--- src/rtl/core/assert_macros.svh ---
// Assertion macros used by the top-level RTL file.
`ifndef ASSERT_MACROS_SVH
`define ASSERT_MACROS_SVH

// Same-cycle implication, checked on clk, disabled in rst.
`define LNMD_ASSERT_IMP(lbl, ante, cons, msg) \
  lbl: assert property (@(posedge clk) disable iff (rst) (ante) |-> (cons)) else $error(msg);

// Next-cycle implication, checked on clk, disabled in rst.
`define LNMD_ASSERT_NXT(lbl, ante, cons, msg) \
  lbl: assert property (@(posedge clk) disable iff (rst) (ante) |=> (cons)) else $error(msg);

`endif

--- src/rtl/core/lnmd_pkg.sv ---
// Package for the log-number multiply/divide unit: widths, codes, stage records.
`default_nettype none

package lnmd_pkg;

  localparam int CODE_W = 16;
  localparam int DIST_W = 15;
  localparam int KIND_W = 3;
  localparam int SUM_W  = 18;

  localparam logic [CODE_W-1:0] CODE_ZERO  = 16'h0000;
  localparam logic [CODE_W-1:0] CODE_NAN   = 16'hFFFF;
  localparam logic [CODE_W-1:0] AXIS_LOW   = 16'h7FFF;
  localparam logic [CODE_W-1:0] AXIS_HIGH  = 16'h8000;
  localparam logic [DIST_W-1:0] DIST_MAX   = 15'h7FFF;
  localparam logic [DIST_W-1:0] DIST_MIN   = 15'h0001;
  localparam logic [SUM_W-1:0]  LOG_OFFSET = 18'h03FFF;
  localparam logic [SUM_W-1:0]  RECIP_TOP  = 18'h07FFE;

  localparam logic [KIND_W-1:0] KIND_MUL   = 3'd0;
  localparam logic [KIND_W-1:0] KIND_DIV   = 3'd1;
  localparam logic [KIND_W-1:0] KIND_RECIP = 3'd2;
  localparam logic [KIND_W-1:0] KIND_NEG   = 3'd3;
  localparam logic [KIND_W-1:0] KIND_ABS   = 3'd4;

  typedef struct packed {
    logic [KIND_W-1:0] kind;
    logic [CODE_W-1:0] code_a;
    logic              zero_a;
    logic              nan_a;
    logic              neg_a;
    logic              zero_b;
    logic              nan_b;
    logic              neg_b;
    logic [DIST_W-1:0] dist_a;
    logic [DIST_W-1:0] dist_b;
  } dec_t;

  typedef struct packed {
    logic              build;
    logic              neg;
    logic [SUM_W-1:0]  span;
    logic [CODE_W-1:0] code;
  } calc_t;

endpackage

`default_nettype wire

--- src/rtl/core/lnmd_ifs.sv ---
// Request and response channel interfaces of the log-number multiply/divide unit.
`default_nettype none

interface lnmd_req_if;
  import lnmd_pkg::*;
  logic              valid;
  logic              ready;
  logic [KIND_W-1:0] kind;
  logic [CODE_W-1:0] operand_a;
  logic [CODE_W-1:0] operand_b;

  modport source (output valid, kind, operand_a, operand_b, input ready);
  modport sink   (input valid, kind, operand_a, operand_b, output ready);
endinterface

interface lnmd_rsp_if;
  import lnmd_pkg::*;
  logic              valid;
  logic              ready;
  logic [CODE_W-1:0] result_code;
  logic              result_is_zero;
  logic              result_is_nan;
  logic              result_is_negative;

  modport source (output valid, result_code, result_is_zero, result_is_nan,
                  result_is_negative, input ready);
  modport sink   (input valid, result_code, result_is_zero, result_is_nan,
                  result_is_negative, output ready);
endinterface

`default_nettype wire

--- src/rtl/core/log_number_mul_div_unit.sv ---
// Top level: three-stage pipelined log-number multiply/divide/reciprocal/negate/abs unit.
//
//   channel  dir  payload                                        request
//   req      in   kind[2:0], operand_a[15:0], operand_b[15:0]     valid & ready
//   rsp      out  result_code[15:0], result_is_zero/nan/negative  valid & ready
//
// A request passes the s1, s2 and response registers; one request per cycle while rsp is not stalled.
// Stages: operand decode, distance add/subtract, clamp and code build.
// rst clears the stage valid bits only; data registers are not reset.
// A stalled rsp holds each stage that is full; req.ready drops only when all
// three stages hold a request.
`default_nettype none
`include "assert_macros.svh"

module log_number_mul_div_unit (
  input  logic       clk,
  input  logic       rst,
  lnmd_req_if.sink   req,
  lnmd_rsp_if.source rsp
);
  import lnmd_pkg::*;

  logic v1, v2, v3;
  logic en1, en2, en3;
  dec_t  s1, s1_next;
  calc_t s2, s2_next;
  logic [CODE_W-1:0] code3_next;
  logic [DIST_W-1:0] clamp;

  assign en3 = !v3 || rsp.ready;
  assign en2 = !v2 || en3;
  assign en1 = !v1 || en2;
  assign req.ready = en1;

  // stage 1: classify operands
  always_comb begin
    s1_next.kind   = req.kind;
    s1_next.code_a = req.operand_a;
    s1_next.zero_a = (req.operand_a == CODE_ZERO);
    s1_next.nan_a  = (req.operand_a == CODE_NAN);
    s1_next.neg_a  = (req.operand_a != CODE_ZERO) && !req.operand_a[CODE_W-1];
    s1_next.zero_b = (req.operand_b == CODE_ZERO);
    s1_next.nan_b  = (req.operand_b == CODE_NAN);
    s1_next.neg_b  = (req.operand_b != CODE_ZERO) && !req.operand_b[CODE_W-1];
    s1_next.dist_a = req.operand_a[CODE_W-1] ? DIST_W'(req.operand_a - AXIS_LOW)
                                             : DIST_W'(AXIS_HIGH - req.operand_a);
    s1_next.dist_b = req.operand_b[CODE_W-1] ? DIST_W'(req.operand_b - AXIS_LOW)
                                             : DIST_W'(AXIS_HIGH - req.operand_b);
  end

  // stage 2: raw distance and special-case code
  always_comb begin
    s2_next.build = 1'b0;
    s2_next.neg   = s1.neg_a ^ s1.neg_b;
    s2_next.span  = '0;
    s2_next.code  = CODE_NAN;
    case (s1.kind)
      KIND_MUL: begin
        s2_next.span = SUM_W'(s1.dist_a) + SUM_W'(s1.dist_b) - LOG_OFFSET;
        if (s1.zero_a || s1.zero_b) begin
          s2_next.code = CODE_ZERO;
        end else if (!(s1.nan_a || s1.nan_b)) begin
          s2_next.build = 1'b1;
        end
      end
      KIND_DIV: begin
        s2_next.span = SUM_W'(s1.dist_a) - SUM_W'(s1.dist_b) + LOG_OFFSET;
        if (s1.zero_b || s1.nan_b || s1.nan_a) begin
          s2_next.code = CODE_NAN;
        end else if (s1.zero_a) begin
          s2_next.code = CODE_ZERO;
        end else begin
          s2_next.build = 1'b1;
        end
      end
      KIND_RECIP: begin
        s2_next.span  = RECIP_TOP - SUM_W'(s1.dist_a);
        s2_next.neg   = s1.neg_a;
        s2_next.build = !(s1.zero_a || s1.nan_a);
      end
      KIND_NEG: begin
        s2_next.code = ~s1.code_a;
      end
      KIND_ABS: begin
        s2_next.code = s1.neg_a ? ~s1.code_a : s1.code_a;
      end
      default: begin
        s2_next.code = CODE_NAN;
      end
    endcase
  end

  // stage 3: clamp distance to 1..max and build the code
  always_comb begin
    if (s2.span[SUM_W-1] || (s2.span == '0)) begin
      clamp = DIST_MIN;
    end else if (s2.span[SUM_W-2:DIST_W] != '0) begin
      clamp = DIST_MAX;
    end else begin
      clamp = s2.span[DIST_W-1:0];
    end
    if (!s2.build) begin
      code3_next = s2.code;
    end else if (s2.neg) begin
      code3_next = AXIS_HIGH - CODE_W'(clamp);
    end else begin
      code3_next = AXIS_LOW + CODE_W'(clamp);
    end
  end

  always_ff @(posedge clk) begin
    if (rst) begin
      v1 <= 1'b0;
      v2 <= 1'b0;
      v3 <= 1'b0;
    end else begin
      if (en1) v1 <= req.valid;
      if (en2) v2 <= v1;
      if (en3) v3 <= v2;
    end
  end

  always_ff @(posedge clk) begin
    if (en1) s1 <= s1_next;
    if (en2) s2 <= s2_next;
    if (en3) begin
      rsp.result_code        <= code3_next;
      rsp.result_is_zero     <= (code3_next == CODE_ZERO);
      rsp.result_is_nan      <= (code3_next == CODE_NAN);
      rsp.result_is_negative <= (code3_next != CODE_ZERO) && !code3_next[CODE_W-1];
    end
  end

  assign rsp.valid = v3;

  `LNMD_ASSERT_IMP(a_flags_exclusive, rsp.valid, $onehot0({rsp.result_is_zero, rsp.result_is_nan, rsp.result_is_negative}), "result flags overlap")
  `LNMD_ASSERT_IMP(a_stall_only_full, !req.ready, v1 && v2 && v3 && !rsp.ready, "req.ready low with a free stage")
  `LNMD_ASSERT_NXT(a_build_nonspecial, en3 && v2 && s2.build, !rsp.result_is_zero && !rsp.result_is_nan, "built code is zero or NaN")

endmodule

`default_nettype wire
--- src/flat_wrapper.sv ---
// flat-port wrapper written by rule: the top's interface ports become plain ports
module log_number_mul_div_unit_flat import lnmd_pkg::*;
  (clk, rst, req_valid, req_kind, req_operand_a, req_operand_b, req_ready, rsp_valid, rsp_result_code, rsp_result_is_zero, rsp_result_is_nan, rsp_result_is_negative, rsp_ready);
  lnmd_req_if req_i ();
  lnmd_rsp_if rsp_i ();
  input  logic clk;
  input  logic rst;
  input wire logic [$bits(req_i.valid)-1:0] req_valid;
  input wire logic [$bits(req_i.kind)-1:0] req_kind;
  input wire logic [$bits(req_i.operand_a)-1:0] req_operand_a;
  input wire logic [$bits(req_i.operand_b)-1:0] req_operand_b;
  output wire logic [$bits(req_i.ready)-1:0] req_ready;
  output wire logic [$bits(rsp_i.valid)-1:0] rsp_valid;
  output wire logic [$bits(rsp_i.result_code)-1:0] rsp_result_code;
  output wire logic [$bits(rsp_i.result_is_zero)-1:0] rsp_result_is_zero;
  output wire logic [$bits(rsp_i.result_is_nan)-1:0] rsp_result_is_nan;
  output wire logic [$bits(rsp_i.result_is_negative)-1:0] rsp_result_is_negative;
  input wire logic [$bits(rsp_i.ready)-1:0] rsp_ready;
  assign req_i.valid = req_valid;
  assign req_i.kind = req_kind;
  assign req_i.operand_a = req_operand_a;
  assign req_i.operand_b = req_operand_b;
  assign req_ready = req_i.ready;
  assign rsp_valid = rsp_i.valid;
  assign rsp_result_code = rsp_i.result_code;
  assign rsp_result_is_zero = rsp_i.result_is_zero;
  assign rsp_result_is_nan = rsp_i.result_is_nan;
  assign rsp_result_is_negative = rsp_i.result_is_negative;
  assign rsp_i.ready = rsp_ready;
  log_number_mul_div_unit u_core (.clk(clk), .rst(rst), .req(req_i), .rsp(rsp_i));
endmodule
--- config.mk ---
export PLATFORM = sky130hd
export DESIGN_NAME = log_number_mul_div_unit_flat
export DESIGN_NICKNAME = d
export VERILOG_FILES = /design/src/rtl/core/lnmd_pkg.sv /design/src/rtl/core/lnmd_ifs.sv /design/src/rtl/core/log_number_mul_div_unit.sv /design/src/flat_wrapper.sv
export VERILOG_INCLUDE_DIRS = /design/src /design/src/rtl/core
export SDC_FILE = /design/constraint.sdc
export NUM_CORES = 1
export LEC_CHECK = 0
export BUFFER_PORTS_ARGS = -buffer_cell sky130_fd_sc_hd__buf_2
export CORE_MARGIN = 2
export CORE_UTILIZATION = 59
export CTS_BUF_LIST = sky130_fd_sc_hd__clkbuf_2 sky130_fd_sc_hd__clkbuf_4 sky130_fd_sc_hd__clkbuf_8
export DETAILED_ROUTE_END_ITERATION = 7
export GPL_TIMING_DRIVEN = 1
export PLACE_DENSITY = 0.78
export SYNTH_ARGS = -nofsm -noshare
export SYNTH_HDL_FRONTEND = slang
export SYNTH_SLANG_ARGS = --single-unit
--- constraint.sdc ---
create_clock -name clk -period 4.2 [get_ports clk]
set_input_delay 0.84 -clock clk [delete_from_list [all_inputs] [get_ports clk]]
set_output_delay 0.84 -clock clk [all_outputs]
set_load 0.03 [all_outputs]
# == Yosys cells after proc, flatten, opt, wreduce, memory -nomap -nowiden ==
# Cells that the tools add are included.
# word_totals
register_bits,113
input_bits,39
out_inout_bits,21
wordCells,87
# classes
addsub,11
n_eq_ne,7
muxes,18
n_bitwise,2
n_reduce_logical,28
# ops
operator,n
2-to-1 mux 16 bit,6
one-hot mux 16 bit (4 select lines),1
2-to-1 mux 15 bit,4
one-hot mux 18 bit (3 select lines),1
== test 16 bit (second input constant),3
zero test 16 bit,3
nonzero test 16 bit,3
subtractor 1 x 15 -> 15 bit (first input constant),2
subtractor 15 bit (second input constant),2
adder 18 x 14 -> 18 bit (second input constant),1
zero test 18 bit,1
subtractor 18 x 14 -> 18 bit (second input constant),1
adder 15 x 15 -> 16 bit,1
adder 15 x 15 -> 16 bit (first input constant),1
NOT 16 bit,1
subtractor 15 x 15 -> 16 bit,1
subtractor 15 x 15 -> 16 bit (first input constant),1
subtractor 16 x 15 -> 16 bit (first input constant),1
logical OR 1 bit,9
zero test 1 bit,7
== test 3 x 2 -> 1 bit (second input constant),2
2-to-1 mux 1 bit,5
== test 3 x 1 -> 1 bit (second input constant),1
== test 3 bit (second input constant),1
other kinds (5),7

# == Logic depth before layout (Yosys ltp) ==
# Gate-level depths: netlist of the first run.
# depth
depth_word,8
mapped_depth,14
ltp_nobuf,14

# == Worst setup path after synthesis of the first run ==
# Ideal clock, no wire load.
# synth_path
path_type,register to register
start,reg u_core.s2[25] (netlist bit)
end,"reg u_core.rsp.result_is_negative, data pin"
setup_ps,258
arrival_time_ps,3303
t_required_ps,3942
path_slack_ps,639
stages_incl_launch_ff,14
path_buffers,0
period_less_slack_ps,3561
cell_sequence,edfxtp_1 > or4_4 > nor3_4 > a21oi_1 > o21ai_0 > ha_1 > o21ai_0 > a21bo_2 > o21ai_1 > and3_2 > o31ai_1 > or4b_4 > nor4b_4 > nor2_2
# synth_via
elab_chain_len,8
elab_cells_between_ends,11
classes_between,2 x add/sub; 4 x mux; 5 x reduce/logical
# synth_rtl
item,line_no,rtl
start: declaration,log_number_mul_div_unit.sv:26,"calc_t s2, s2_next;"
start signal: assignment,log_number_mul_div_unit.sv:125,if (en2) s2 <= s2_next;
zero test 18 bit,log_number_mul_div_unit.sv:95,if (s2.span[SUM_W-1] || (s2.span == '0)) begin
logical OR 1 bit,log_number_mul_div_unit.sv:95,
2-to-1 mux 15 bit *,log_number_mul_div_unit.sv:95,
subtractor 16 x 15 -> 16 bit or adder 15 x 15 -> 16 bit (tied branches),"log_number_mul_div_unit.sv:105, log_number_mul_div_unit.sv:107",
2-to-1 mux 16 bit *,log_number_mul_div_unit.sv:104,end else if (s2.neg) begin
2-to-1 mux 16 bit *,log_number_mul_div_unit.sv:102,if (!s2.build) begin
named net u_core.code3_next[14],log_number_mul_div_unit.sv:27,logic [CODE_W-1:0] code3_next;
nonzero test 16 bit *,log_number_mul_div_unit.sv:130,rsp.result_is_negative <= (code3_next != CODE_ZERO) && !code3_next[CODE_W-1];
logical AND 1 bit *,log_number_mul_div_unit.sv:130,
end signal: assignment,log_number_mul_div_unit.sv:130,
end: declaration,lnmd_ifs.sv:26,"result_is_negative, input ready);"
# Mark *: on every way through the listed nets, which the timed path passes. The rest lies on a longest branch.
# A chain may end at the register's enable or synchronous reset.

# == Worst setup path in the final report of the first run ==
# layout_path
start,reg u_core.s2[31] (netlist bit)
end,"reg u_core.rsp.result_is_negative, data pin"
# layout_via
elab_chain_len,8
elab_cells_between_ends,12
classes_between,2 x add/sub; 4 x mux; 6 x reduce/logical
# layout_rtl
item,line_no
zero test 18 bit or nonzero test 2 bit (tied branches),"log_number_mul_div_unit.sv:95, log_number_mul_div_unit.sv:97"
logical OR 1 bit or 2-to-1 mux 15 bit (tied branches),"log_number_mul_div_unit.sv:95, log_number_mul_div_unit.sv:97"
2-to-1 mux 15 bit *,log_number_mul_div_unit.sv:95
subtractor 16 x 15 -> 16 bit or adder 15 x 15 -> 16 bit (tied branches),"log_number_mul_div_unit.sv:105, log_number_mul_div_unit.sv:107"
2-to-1 mux 16 bit *,log_number_mul_div_unit.sv:104
2-to-1 mux 16 bit *,log_number_mul_div_unit.sv:102
named net u_core.code3_next[14],log_number_mul_div_unit.sv:27
nonzero test 16 bit *,log_number_mul_div_unit.sv:130
logical AND 1 bit *,log_number_mul_div_unit.sv:130
# Marks and branches as above.

==> summary.md, run 1 <==
| Metric | Value |
|---|---|
| Max Slew Vio Count | `0` |
| Cells after synthesis | `943` |
| Total of max-cap violations | `0` |
| Post-layout minimum cycle time | `3.92 ns` |
| Final hold violation count | `0` |
| Initial antenna violation count | `0` |
| Clock skew | `0.0144 ns` |
| Fin crit share | `93.4%` |
| Power Dens Cells | `459 nW/um^2` |
| Cts bufs inserted | `17` |
| Worst setup startpoint | `u_core.s2[31]` |
| Hold_sp | `u_core.v2` |
| WP data arrival | `4.12 ns` |
| Critical path cell sequence | `or2_2 > a2111oi_1 > ha_1 > o21ai_0 > a21bo_2 > o21ai_1 > and3_2 > o31ai_1 > or4b_4 > nor4b_4 > nor2_2` |
| Share of layout cells above drive strength 1 | `14.4%` |
| Maximum VDD drop | `0.301 mV` |
| Worst path required time | `4.39 ns` |
| Final setup violation count | `0` |
| Synth Net Count | `1,023` |
| ANT nets after route | `0` |
| DRT iter0 DRCs | `738` |
| Setup Crit Path Kind | `flip-flop to flip-flop` |
| Critical path fanouts, max | `13` |
| Status | `finished, final reports clean` |
| Worst-Margin Slew | `0.902 ns` |
| Post-synth top cells | `edfxtp_1 (110), nand2_1 (87), nor2_1 (86), xnor2_1 (64), inv_1 (58)` |
| First-pass GRT wire length | `33,900 um` |
| Port Buffers | `59` |
| HPWL Detailed | `15,900 um` |
| Gr usage total | `27.0%` |
| Unique masters post-synth | `86` |
| Site Rows | `44` |
| Top-count cell post-synth | `edfxtp_1` |
| Synth warn | `0` |
| Crit start category | `flip-flop` |
| Leak Pwr | `3.68 nW` |
| Hold WS | `0.489 ns` |
| Routed wire per std cell | `17.4 um` |
| Clk buf depth | `2` |
| Initial core utilization | `59.8%` |
| Crit path max-delay family | `simple AND/OR/NAND/NOR gates` |
| Launching point of the worst reg2reg path | `u_core.s2[31]` |
| Relative slew margins | `38.3%` |
| Residual DRC | `0` |
| Die W | `125 um` |
| Non-filler cells, final | `1,196` |
| Core ar. | `14,400 um^2` |
| Die Area | `15,500 um^2` |
| N_diodes | `0` |
| H-tree depth | `4` |
| Min-delay worst type | `flip-flop to flip-flop` |
| Unrepaired setup endpoints after global routing | `yes` |
| Largest net degree at the start of global routing | `56` |
| Gpl congestion | `0.983` |
| CP max-delay cell | `a2111oi_1` |
| Final net count | `1,079` |
| Die height | `125 um` |
| Cell area after synthesis | `8590 um^2` |
| Avg Synthesized Cell Area | `9.11 um^2` |
| Routed vias/inst | `6.17` |
| Vias | `7,383` |
| Synth area leaders | `edfxtp_1 (38%), xnor2_1 (6.5%), ha_1 (5.7%), nand2_1 (3.8%), nor2_1 (3.8%)` |
| Root buffer cell | `clkbuf_8` |
| Number of global-route vias before repair | `6,810` |
| Crit. End Element | `flip-flop` |
| Worst skew pair latency | `0.44 ns` |
| Boundary Pins | `60` |
| Area growth, synth to finish | `9.88%` |
| Share of the yosys chip area belonging to registers | `39.2%` |
| Remaining Overflow, GRT | `0` |
| CTS Sinks | `113` |
| DRT Pass-1 Iters | `5` |
| Reg clk slew, reported paths | `0.08 ns` |
| CP max stage delay | `0.73 ns` |
| Yosys reg bits | `113` |
| Synth top area share | `38.5%` |
| Post-Route WL | `20,900 um` |
| Fmax | `0.255 GHz` |
| CTS tree | `yes` |
| WP buf/inv | `0` |
| Power, Total | `4.34 mW` |
| Synth Flop Type | `edfxtp_1` |
| FFs w/ async S/R, synth | `0%` |
| Largest area contributor in the netlist | `edfxtp_1` |
| Cts hold-fix bufs | `0` |
| DP Cell Count | `1,163` |
| Post-synth EDFFs | `110` |
cell type report:
type                            instances  area (um^2)
Timing Repair Buffer                   75          415
Fill cell                            1170         4930
Inverter                               58          218
Clock buffer                           19          249
Tap cell                              184          230
Multi-Input combinational cell        734         4850
Clock inverter                         13          114
Sequential cell                       113         3360
state kept, by name (all words and copies together) (netlist names):
signal and cells:
u_core.v1 1, u_core.s2 36, u_core.rsp.result_is_negative 1, u_core.s1 55, u_core.rsp.result_is_zero 1, u_core.rsp.valid 1, u_core.v2 1, u_core.rsp.result_code 16
u_core.rsp.result_is_nan 1
logic make-up after synthesis:
| group | share of synthesized area (%) |
|---|---|
| buf+inv | 4.59 |
| xor+xnor | 9.48 |
| mux | 0.976 |
| compound gates | 17.0 |
| fa+ha+maj | 6.15 |
| simple gates | 22.6 |
| flops | 39.2 |
power by group:
group          total [mW]  leakage [nW]  switching (mW)  internal (mW)
registers            1.52          1.18           0.122           1.40
logic                1.87          2.33            1.14          0.737
clock network       0.944         0.178           0.466          0.479
layer usage:
metal	up-vias	global-route usage [%]	routed length, um
met5	-	0	0
met3	44	4.17	1380
met2	335	42.5	9540
met4	0	9.58	501
li1	3578	-	-
met1	3426	38.3	9440
worst min-delay path: stages (launching register included):
cell	delay, ns
dfxtp_1	0.32
nor2_1	0.04
nor2_1	0.09
path summary, 6_finish.rpt:
check                           slack [ns]  depth (start not counted)                            end
worst min-delay path                  0.49                          2               u_core.rsp.valid
worst min register to register        0.49                          2               u_core.rsp.valid
worst max register to register        0.28                         11  u_core.rsp.result_is_negative
worst max-delay path                  0.28                         11  u_core.rsp.result_is_negative
what timing repair did:
action | in CTS | in global routing
buffers inserted | 0 | 1
gates resized for setup | 0 | 3
hold endpoints to repair | 0 | 0
setup endpoints to repair | 0 | 4
layout by cell type (no fill, tap or decap), types with 4 or more instances in the layout:
| master | count |
|---|---|
| and3_1 | 16 |
| clkbuf_8 | 17 |
| edfxtp_1 | 110 |
| or2_2 | 6 |
| ha_1 | 39 |
| nor4_1 | 15 |
| o21ai_0 | 57 |
| a31oi_1 | 10 |
| nand3_1 | 29 |
| buf_2 | 59 |
| inv_1 | 58 |
| nand2_1 | 86 |
| xnor2_1 | 64 |
| buf_4 | 16 |
| and2_1 | 8 |
| or4_1 | 8 |
| or3_1 | 12 |
| o211ai_1 | 10 |
| nor3_1 | 36 |
| a21oi_1 | 55 |
| a22oi_1 | 10 |
| nor3b_1 | 6 |
| xor2_1 | 29 |
| a2111oi_0 | 6 |
| nor2_1 | 86 |
| nand4_1 | 11 |
| nor2b_1 | 9 |
| o31ai_1 | 9 |
| nand2b_1 | 11 |
| mux2i_1 | 5 |
| o31a_1 | 4 |
| o21a_1 | 7 |
| a21boi_0 | 4 |
through the flow:
step | setup TNS, ns | instance area [um^2] | util, % | worst slack [ns]
after floorplan | 0 | 8590 | - | 0.639
after global placement | 0 | 9050 | 63.0 | 0.407
after detailed placement | 0 | 9050 | 63.0 | 0.339
after CTS | 0 | 9420 | 65.5 | 0.312
after global routing | -0.0753 | 9440 | 65.7 | -0.0753
final | 0 | 9440 | 65.7 | 0.276
Power figures use the tool's default switching activity.
==> inputs of run 2 (changes only) <==
Settings changed: REMOVE_ABC_BUFFERS set to 1.
==> summary.md, run 2 (same netlist as run 1, synthesis figures left out) <==
| Metric | Value |
|---|---|
| Number of global-route vias before repair | `6,591` |
| Port Buffers | `59` |
| Fin crit share | `93.3%` |
| DRT iter0 DRCs | `792` |
| Crit start category | `flip-flop` |
| Remaining Overflow, GRT | `0` |
| Reg clk slew, reported paths | `0.08 ns` |
| Largest reg by FF count | `u_core.s1` |
| Vias | `7,285` |
| Worst skew pair latency | `0.45 ns` |
| Largest net degree at the start of global routing | `56` |
| Worst path required time | `4.40 ns` |
| DRT Pass-1 Iters | `6` |
| Register Area | `3360 um^2` |
| CTS Sinks | `113` |
| Initial antenna violation count | `0` |
| Relative slew margins | `44.5%` |
| Hold_sp | `u_core.v2` |
| WP buf/inv | `0` |
| Routed wire per std cell | `17.0 um` |
| Die Area | `15,500 um^2` |
| CP max-delay cell | `or4_4` |
| Most common cell after layout, fill and taps aside | `edfxtp_1` |
| Cts bufs inserted | `17` |
| Non-filler cells, final | `1,197` |
| Leak Pwr | `3.72 nW` |
| Total of max-cap violations | `0` |
| Launching point of the worst reg2reg path | `u_core.s2[24]` |
| Crit. End Element | `flip-flop` |
| WP data arrival | `4.12 ns` |
| N_diodes | `0` |
| Post-layout minimum cycle time | `3.92 ns` |
| HPWL Detailed | `15,800 um` |
| Critical path's most frequent cell | `o21ai_0` |
| Setup Crit Path Kind | `flip-flop to flip-flop` |
| Boundary Pins | `60` |
| Core ar. | `14,400 um^2` |
| Top flop regs | `u_core.s1 (55), u_core.s2 (36), u_core.rsp.result_code (16)` |
| Critical path fanouts, max | `7` |
| Residual DRC | `0` |
| First-pass GRT wire length | `33,400 um` |
| CP max stage delay | `0.58 ns` |
| Root buffer cell | `clkbuf_8` |
| Clock skew | `0.0111 ns` |
| ANT nets after route | `0` |
| Maximum VDD drop | `0.293 mV` |
| Setup TNS | `0 ns` |
| Power Dens Cells | `468 nW/um^2` |
| H-tree depth | `4` |
| Status | `finished, final reports clean` |
| Final net count | `1,080` |
| Gpl congestion | `0.917` |
| Post-Route WL | `20,400 um` |
| Clk buf depth | `2` |
| Power, Total | `4.45 mW` |
| Die height | `125 um` |
| Max Slew Vio Count | `0` |
| Site Rows | `44` |
| Fill cells | `1,133` |
| Min-delay worst type | `flip-flop to flip-flop` |
| Fmax | `0.255 GHz` |
| Initial core utilization | `59.8%` |
| Final setup violation count | `0` |
| Die W | `125 um` |
| CTS tree | `yes` |
| DP Cell Count | `1,164` |
| Most frequent cells in the layout | `edfxtp_1 (110), nor2_1 (86), nand2_1 (86)` |
| Routed vias/inst | `6.09` |
| Cts hold-fix bufs | `0` |
| Share of layout cells above drive strength 1 | `14.7%` |
| Crit path max-delay family | `simple AND/OR/NAND/NOR gates` |
| Multi-input gate area | `4850 um^2` |
| Hold WS | `0.489 ns` |
| Gr usage total | `26.7%` |
| Max FFs per register | `55` |
| Worst-Margin Slew | `0.827 ns` |
| Area growth, synth to finish | `10.6%` |
| Final hold violation count | `0` |
| Worst setup startpoint | `u_core.s2[24]` |
| Critical path cell sequence | `or4_4 > nor3_4 > a21oi_2 > o21ai_0 > ha_1 > nand2b_1 > o21ai_0 > xnor2_1 > mux2i_1 > nand3_1 > or4b_1 > nor3_1 > nor4b_4 > nor2_2` |
[run 2: changes by cell type in the layout (fill, tap and decap cells not counted)]
cell	before	now
clkinv_1	2	1
clkinvlp_4	3	1
clkbuf_4	2	3
o21ai_1	2	3
bufinv_16	1	3
clkinv_2	2	1
nor2_4	1	0
nor2_2	1	2
o21ai_0	57	56
a2111oi_2	1	2
a2111oi_0	6	5
buf_4	16	17
clkinv_4	3	4
[run 2: routing by layer]
layer / track usage [%] / share of wire [%] / vias to the layer above
li1: - / - / 3579
met1: 38.4 / 46 / 3390
met2: 41.8 / 46 / 279
met3: 4.38 / 6.5 / 37
met4: 8.33 / 2.1 / 0
met5: 0 / 0 / -
[run 2: power by group]
part | leakage [nW] | switching, mW | internal [mW]
logic | 2.33 | 1.13 | 0.738
clock network | 0.210 | 0.460 | 0.609
registers | 1.18 | 0.115 | 1.40
total | 3.72 | 1.70 | 2.74
[run 2: path summary, 6_finish.rpt]
check	cells past startpoint	slack, ns	end
max	14	0.28	u_core.rsp.result_is_negative
min	2	0.49	u_core.rsp.valid
max reg2reg	14	0.28	u_core.rsp.result_is_negative
min reg2reg	2	0.49	u_core.rsp.valid
[run 2: worst min-delay path, stage by stage (launching register included)]
cell	delay, ns
dfxtp_1	0.33
nor2_1	0.05
nor2_1	0.08
[run 2: metrics by stage]
step / util, % / area [um^2] / setup slack (ns)
after global placement: 63.1 / 9060 / 0.374
after detailed placement: 63.1 / 9060 / 0.305
after floorplan: - / 8410 / 0.637
after global routing: 66.1 / 9500 / -0.0410
after CTS: 66.0 / 9480 / 0.285
final: 66.1 / 9500 / 0.282
[run 2: final cells by class]
class,count,share of cell area (%)
Clock buffer,20,2.70
Clock inverter,12,1.67
Inverter,58,2.29
Multi-Input combinational cell,734,51.1
Sequential cell,113,35.4
Tap cell,184,2.42
Timing Repair Buffer,76,4.45
[run 2: repair_timing]
action	CTS	global route
endpoints found under the hold margin	0	0
endpoints found under the setup margin	0	7
setup buffers	0	1
resized for setup	0	4
==> inputs of run 3 (changes only) <==
Settings changed: CORE_ASPECT_RATIO set to 0.5, SLEW_MARGIN set to 10.
==> summary.md, run 3 (same netlist as run 1, synthesis figures left out) <==
| Metric | Value |
|---|---|
| CP max stage delay | `0.55 ns` |
| WP buf/inv | `0` |
| Clock skew | `0.0210 ns` |
| ANT nets after route | `0` |
| Final Worst Setup Slack | `0.200 ns` |
| CP max-delay cell | `a2111oi_4` |
| Relative slew margins | `38.3%` |
| DRT Pass-1 Iters | `6` |
| Remaining Overflow, GRT | `0` |
| Crit path max-delay family | `compound AO/OA/AOI/OAI gates` |
| WP data arrival | `4.19 ns` |
| Worst skew pair latency | `0.45 ns` |
| Critical path fanouts, max | `8` |
| Clk buf depth | `2` |
| Setup TNS | `0 ns` |
| Post-route cell area | `9510 um^2` |
| CTS Sinks | `113` |
| Routed wire per std cell | `18.3 um` |
| Hold WS | `0.476 ns` |
| Setup Crit Path Kind | `flip-flop to flip-flop` |
| Post-CTS resize count | `0` |
| Setup slack at placement | `0.224 ns` |
| DRT iter0 DRCs | `816` |
| Maximum VDD drop | `0.199 mV` |
| Worst-Margin Slew | `0.914 ns` |
| Die Area | `15,600 um^2` |
| Fmax | `0.250 GHz` |
| Most common cell after layout, fill and taps aside | `edfxtp_1` |
| Largest reg by FF count | `u_core.s1` |
| R2R depth | `10` |
| CTS tree | `yes` |
| Port Buffers | `59` |
| Post-layout minimum cycle time | `4.00 ns` |
| Placed instance area | `9070 um^2` |
| Die W | `175 um` |
| Cts bufs inserted | `17` |
| Status | `finished, final reports clean` |
| Number of global-route vias before repair | `6,444` |
| Gpl congestion | `0.953` |
| Crit path to | `u_core.s2[30]` |
| Final setup violation count | `0` |
| Crit path depth | `10` |
| Largest net degree at the start of global routing | `56` |
| Max FFs per register | `55` |
| Fin crit share | `95.2%` |
| R2R Setup Slk | `0.20 ns` |
| Leak Pwr | `3.71 nW` |
| Routed vias/inst | `6.19` |
| Root buffer cell | `clkbuf_8` |
| Worst setup startpoint | `u_core.s1[17]` |
| First-pass GRT wire length | `33,900 um` |
| Boundary Pins | `60` |
| Initial antenna violation count | `0` |
| Final hold violation count | `0` |
| Reg clk slew, reported paths | `0.09 ns` |
| Cts hold-fix bufs | `0` |
| Core ar. | `14,400 um^2` |
| Vias | `7,485` |
| N_diodes | `0` |
| Unrepaired setup endpoints after global routing | `no` |
| Fill cells | `1,184` |
| Residual DRC | `0` |
| Launching point of the worst reg2reg path | `u_core.s1[17]` |
| Min-delay worst type | `flip-flop to flip-flop` |
| Power Dens Cells | `476 nW/um^2` |
| Multi-input gate area | `4860 um^2` |
| Initial core utilization | `59.9%` |
| Max Slew Vio Count | `0` |
| Post-Route WL | `22,100 um` |
| Area growth, synth to finish | `10.7%` |
| Critical path cell sequence | `ha_1 > nand2b_1 > a2111oi_2 > nor3_1 > xnor2_1 > or4_4 > a2111oi_4 > nand4b_1 > xor2_1 > a221o_1` |
| HPWL Detailed | `16,900 um` |
| Crit. End Element | `flip-flop` |
| Site Rows | `31` |
| Gr usage total | `28.4%` |
| Worst flop-to-flop path endpoint | `u_core.s2[30]` |
| H-tree depth | `4` |
| Setup Fix Bufs, Post-CTS | `0` |
| Die height | `89.3 um` |
| Worst path required time | `4.39 ns` |
| Top flop regs | `u_core.s1 (55), u_core.s2 (36), u_core.rsp.result_code (16)` |
| Crit start category | `flip-flop` |
| Total of max-cap violations | `0` |
| Register Area | `3360 um^2` |
| Share of layout cells above drive strength 1 | `14.6%` |
| Final net count | `1,078` |
| Most frequent cells in the layout | `edfxtp_1 (110), nor2_1 (86), nand2_1 (86)` |
-- run 3: changes by cell type in the layout (fill, tap and decap cells not counted), sizes merged --
| cell | delta |
|---|---|
| buf | -2 |
| inv | +9 |
| clkinv | -5 |
| clkbuf | -3 |
| bufinv | -1 |
-- run 3: through the flow --
step	util [%]	power, mW	instances
final	66.3	4.53	1209
after global placement	63.2	3.37	1177
after floorplan	-	2.87	905
after global routing	66.3	4.79	1209
after CTS	66.1	4.48	1209
after detailed placement	63.2	3.40	1177
-- run 3: area by class of cell --
class | instances | share of cell area (%)
clock inverters | 15 | 1.95
inverters | 58 | 2.29
well taps | 198 | 2.60
multi-input cells | 734 | 51.1
clock buffers | 17 | 2.46
flip-flops and latches | 113 | 35.4
repair buffers | 74 | 4.29
-- run 3: tightest hold or removal path, stage by stage (launching register included) --
cell and delay (ns):
dfxtp_1 0.33, nor2_1 0.04, nor2_1 0.07
-- run 3: worst min-delay path by stage --
stage | startpoint | endpoint | slack [ns] | cells after the start
floorplan | u_core.v2 | u_core.rsp.valid | 0.43 | 2
global placement | u_core.v2 | u_core.rsp.valid | 0.44 | 2
detailed placement | u_core.v2 | u_core.rsp.valid | 0.46 | 2
CTS | u_core.v2 | u_core.rsp.valid | 0.48 | 2
global route | u_core.v2 | u_core.rsp.valid | 0.53 | 2
finish | u_core.v2 | u_core.rsp.valid | 0.48 | 2
-- run 3: metal layers --
layer  part of all wire, %  GRT usage [%]
met2                    44           44.4
met1                    46           40.0
met5                     0              0
met3                   6.9           5.44
met4                   2.5           10.4
-- run 3: where the power goes --
part	switching (mW)	leakage (nW)	internal [mW]
clock	0.529	0.212	0.558
combinational	1.19	2.32	0.736
sequential	0.115	1.18	1.40
